===== src/design/ukt_pkg.sv =====
`default_nettype none

package ukt_pkg;

  localparam int CAPACITY = 64;
  localparam int IDX_W    = (CAPACITY > 1) ? $clog2(CAPACITY) : 1;
  localparam int CNT_W    = $clog2(CAPACITY + 1);
  localparam int KEY_W    = 32;
  localparam int PAY_W    = 64;
  localparam int ENTRY_W  = KEY_W + PAY_W;
  localparam int COUNT_FIELD_W = 7;

  // request queue between front and back, depth is a power of two
  localparam int QUEUE_DEPTH = 2;
  localparam int QPTR_W      = $clog2(QUEUE_DEPTH);

  localparam logic [1:0] CMD_INSERT = 2'd0;
  localparam logic [1:0] CMD_REMOVE = 2'd1;
  localparam logic [1:0] CMD_LOOKUP = 2'd2;

  typedef enum logic [1:0] {
    OP_INSERT = 2'd0,
    OP_REMOVE = 2'd1,
    OP_LOOKUP = 2'd2,
    OP_BAD    = 2'd3
  } op_t;

  typedef enum logic [1:0] {
    ST_OK   = 2'd0,
    ST_MISS = 2'd1,
    ST_FULL = 2'd2
  } status_t;

  typedef struct packed {
    logic [1:0]              cmd;
    logic signed [KEY_W-1:0] entry_key;
    logic [PAY_W-1:0]        entry_payload;
  } in_t;

  typedef struct packed {
    logic [1:0]               status;
    logic [PAY_W-1:0]         found_payload;
    logic [COUNT_FIELD_W-1:0] occupied_count;
    logic [COUNT_FIELD_W-1:0] free_count;
  } out_t;

  typedef struct packed {
    op_t                     op;
    logic signed [KEY_W-1:0] entry_key;
    logic [PAY_W-1:0]        entry_payload;
  } req_t;

  typedef struct packed {
    logic signed [KEY_W-1:0] key;
    logic [PAY_W-1:0]        payload;
  } entry_t;

  // low bits of a count, zero extended when the count is narrower
  function automatic logic [COUNT_FIELD_W-1:0] count_field(input logic [CNT_W-1:0] c);
    logic [CNT_W+COUNT_FIELD_W-1:0] w;
    w = {{COUNT_FIELD_W{1'b0}}, c};
    return w[COUNT_FIELD_W-1:0];
  endfunction

  function automatic out_t make_result(input status_t st, input logic [PAY_W-1:0] pay,
                                       input logic [CNT_W-1:0] cnt);
    out_t r;
    logic [CNT_W-1:0] free_cnt;
    free_cnt = CNT_W'(CAPACITY) - cnt;
    r.status         = st;
    r.found_payload  = pay;
    r.occupied_count = count_field(cnt);
    r.free_count     = count_field(free_cnt);
    return r;
  endfunction

endpackage

`default_nettype wire


===== src/design/ukt_front.sv =====
`default_nettype none

module ukt_front import ukt_pkg::*; (
  input  wire logic clk,
  input  wire logic rst,
  input  wire logic in_valid,
  output logic      in_stall,
  input  wire in_t  in_data,
  output logic      req_valid,
  output req_t      req,
  input  wire logic req_pop
);

  req_t              q [QUEUE_DEPTH];
  logic [QPTR_W-1:0] wr_ptr;
  logic [QPTR_W-1:0] rd_ptr;
  logic [QPTR_W:0]   fill;
  logic              push;
  req_t              classified;

  assign in_stall  = (fill == (QPTR_W+1)'(QUEUE_DEPTH));
  assign push      = in_valid && !in_stall;
  assign req_valid = (fill != '0);
  assign req       = q[rd_ptr];

  always_comb begin
    classified.entry_key     = in_data.entry_key;
    classified.entry_payload = in_data.entry_payload;
    unique case (in_data.cmd)
      CMD_INSERT: classified.op = OP_INSERT;
      CMD_REMOVE: classified.op = OP_REMOVE;
      CMD_LOOKUP: classified.op = OP_LOOKUP;
      default:    classified.op = OP_BAD;
    endcase
  end

  always_ff @(posedge clk) begin
    if (push) begin
      q[wr_ptr] <= classified;
    end
  end

  always_ff @(posedge clk) begin
    if (rst) begin
      wr_ptr <= '0;
      rd_ptr <= '0;
      fill   <= '0;
    end else begin
      if (push) begin
        wr_ptr <= wr_ptr + 1'b1;
      end
      if (req_pop) begin
        rd_ptr <= rd_ptr + 1'b1;
      end
      unique case ({push, req_pop})
        2'b10:   fill <= fill + 1'b1;
        2'b01:   fill <= fill - 1'b1;
        default: fill <= fill;
      endcase
    end
  end

endmodule

`default_nettype wire


===== config.mk =====
export PLATFORM = sky130hd
export DESIGN_NAME = ukt_front
export DESIGN_NICKNAME = d
export VERILOG_FILES = /design/src/design/ukt_pkg.sv /design/src/design/ukt_front.sv
export SDC_FILE = /design/constraint.sdc
export NUM_CORES = 1
export LEC_CHECK = 0
export ABC_AREA = 1
export ABC_CLOCK_PERIOD_IN_PS = 6500
export BUFFER_PORTS_ARGS = -buffer_cell sky130_fd_sc_hd__buf_2
export CAP_MARGIN = 0
export CORE_MARGIN = 2
export CORE_UTILIZATION = 47
export CTS_BUF_LIST = sky130_fd_sc_hd__clkbuf_16
export DETAILED_ROUTE_END_ITERATION = 6
export HOLD_SLACK_MARGIN = 0.15
export PLACE_DENSITY = 0.76
export SKIP_CTS_REPAIR_TIMING = 1
export SYNTH_ARGS = -nofsm -noshare
export SYNTH_HDL_FRONTEND = slang
export SYNTH_SLANG_ARGS = --single-unit

===== constraint.sdc =====
create_clock -name clk -period 6.5 [get_ports clk]
set_input_delay 1.95 -clock clk [delete_from_list [all_inputs] [get_ports clk]]
set_output_delay 1.95 -clock clk [all_outputs]
set_load 0.005 [all_outputs]

==> impl_results.md <==
- First-pass GRT wire length: 19600 um
- Routed vias/inst: 4.86
- Mapped Area: 0.00739 sq mm
- Routed Antenna Nets: 0
- Fin. max-slew vios: 0
- GRT Total Usage: 0.153
- DRC: 0
- Internal power: 2.31 mW
- Setup_tns: 0 ps
- Cell taking the most area after synthesis: edfxtp_1
- Clk buf depth: 3
- Initial core utilization: 0.484
- Overall Power: 2.93 mW
- Fin crit share: 0.686
- Htree depth: 1
- WL final: 13200 um
- Buf+Inv Stages, Crit Path: 2
- Arrival time at the worst endpoint: 2510 ps
- LEAKAGE: 3.53 nW
- Sequential share of power: 0.539
- Final setup viols: 0
- Clock slew seen by the registers of the worst setup and hold paths: 50 ps
- CP endpoint kind: primary output
- Slack of the worst reg-to-reg path: 4080 ps
- Top cell type's share of synthesized area: 0.797
- DRT iter0 DRCs: 174
- Grt ovf: 0
- Synth warnings: 0
- Critical path fanouts, max: 73
- Pre-CTS setup slack: 2450 ps
- Critical path's top delay family: flip-flops
- Row Count: 45
- Initial antenna violation count: 0
- Buffers added on ports: 201
- Vias in the first global route: 3982
- Die ar.: 0.0167 sq mm
- Slowest stage cell, crit path: dfxtp_4
- DRT Pass-1 Iters: 4
- Synth Net Count: 446
- Fill cells: 1139
- Vias: 3773
- Reg area: 0.00599 sq mm
- Kind of critical path: reg -> out
- CTS Buf Count: 21
- Worst Setup Start Kind: flop
- Combinational Power Share: 0.105
- Avg Inst Size Synth: 21.5 sq um
- Synth Register Bits: 201
- Largest net degree at the start of global routing: 74
- Die X: 129 um
- Fin. Hold Viols: 0
- Worst skew pair latency: 480 ps
- Synth cell types: 15
- CTS tree: yes
- Nets: 661
- Seq/Total Area, Yosys: 0.810
- RSZ-0062 raised after global routing: no
- Synth top area cells: edfxtp_1 (80%), mux2_2 (12%), mux2_4 (4.1%)
- Total of max-cap violations: 0
- Clock power frac: 0.356
- Root Driver: clkbuf_16
- Worst stage delay on the critical path: 1010 ps
- Gate Count Post-Synth: 343
- VDD IR-drop max: 0.213 mV
- Worst slew pin tran: 1020 ps
- Multi-input logic area: 0.00129 sq mm
- Power Density: 318 mW/mm^2
- Setup ws final: 2040 ps
- Minimum clock period: 4460 ps
- Clock skew: 7.15 ps
- Clock Sink Count: 201
- FMAX: 0.224 GHz
- Net Sw Frac: 0.210
- Wire per inst: 17.0 um
- Rel. slew slack: 0.319
- Outcome: complete, no violations
- Tightest Hold Check Type: reg -> reg
- Layout cells sized above 1: 0.580
- CORE AREA: 0.0153 sq mm
- Area delta synth->final: 24.6%
- Crit-path cells: buf_4 -> mux2_2 -> buf_2
- Routability Congestion: 0.748
- CP required: 4550 ps
- # diodes: 0
- IO Count: 202
- Detailed placer's ending HPWL: 8640 um
- Die Span Y: 129 um
- NetSw: 614 uW
cell type report:
| type | instances | area share |
|---|---|---|
| Sequential cell | 201 | 0.651 |
| Clock buffer | 21 | 0.0571 |
| Inverter | 8 | 0.00354 |
| Timing Repair Buffer | 205 | 0.113 |
| Multi-Input combinational cell | 121 | 0.140 |
| Clock inverter | 10 | 0.00693 |
| Tap cell | 211 | 0.0287 |
flip-flops by register name, summed over array words and instances, names as in the netlist, named ones only:
register and cells:
fill 2, q 196, rd_ptr 1, wr_ptr 1
cells by family (layout without fill, tap and decap cells):
kind of cell	after synthesis	after routing	share of synthesized area
AO/OA/AOI/OAI	2	2	0.00135
XOR/XNOR	1	1	0.00119
adder cells (fa/ha/maj)	1	1	0.00169
buffers and inverters	21	244	0.0159
flip-flops	201	201	0.810
multiplexers	98	98	0.160
AND/OR/NAND/NOR	19	19	0.00999
path summary, 6_finish.rpt:
path / to / cells after the start / from
worst max-delay path: req[95] / 3 / flop
worst min-delay path: rd_ptr / 2 / rd_ptr
worst max register to register: q[1][95] / 6 / fill[1]
worst min register to register: rd_ptr / 2 / rd_ptr
power groups by stage:
stage / logic, mW / registers (mW) / clock network, mW
floorplan: 0.185 / 1.59 / 0
global placement: 0.304 / 1.60 / 0
detailed placement: 0.312 / 1.61 / 0
CTS: 0.314 / 1.58 / 1.07
global route: 0.336 / 1.59 / 1.13
finish: 0.307 / 1.58 / 1.04
synthesized netlist by cell type:
master / instances
a21oi_1: 1
mux2_4: 20
ha_1: 1
o21ai_0: 1
dfxtp_1: 5
clkbuf_1: 2
inv_1: 8
xnor2_1: 1
edfxtp_1: 196
buf_2: 7
nand4_1: 1
nand2_1: 7
mux2_2: 78
nor2_1: 11
buf_6: 4
routing by layer:
layer,vias up,global-route usage,share of wire
met5,-,0,0
met4,0,0.0518,0.020
met3,23,0.0450,0.081
met2,149,0.271,0.51
met1,1845,0.178,0.39
li1,1756,-,-
cell usage in the layout (no fill, tap or decap), types with 2 or more instances in the layout:
cell type  count
mux2_2        78
nor2_1        10
edfxtp_1     196
nand2_1        7
mux2_4        20
clkinv_1       2
dfxtp_1        4
buf_2        201
buf_4          4
inv_1         14
clkbuf_16     21
worst register-to-register path, delay by kind of cell (launching register included):
kind,cells,cell delay (ps)
buffers and inverters,3,1290
and+or+nand+nor,3,420
DFF,1,330
through the flow:
| step | cell area [sq um] | instances | hold slack (ps) | utilization |
|---|---|---|---|---|
| 6_report | 9200 | 777 | 518 | 0.603 |
| 5_1_grt | 9200 | 777 | 571 | 0.603 |
| 4_1_cts | 9200 | 777 | 519 | 0.603 |
| 3_5_place_dp | 8610 | 746 | 503 | 0.564 |
| 3_3_place_gp | 8610 | 746 | 489 | 0.564 |
| 2_1_floorplan | 7390 | 343 | 476 | - |
Note: power is estimated with default switching activity, not from simulation.
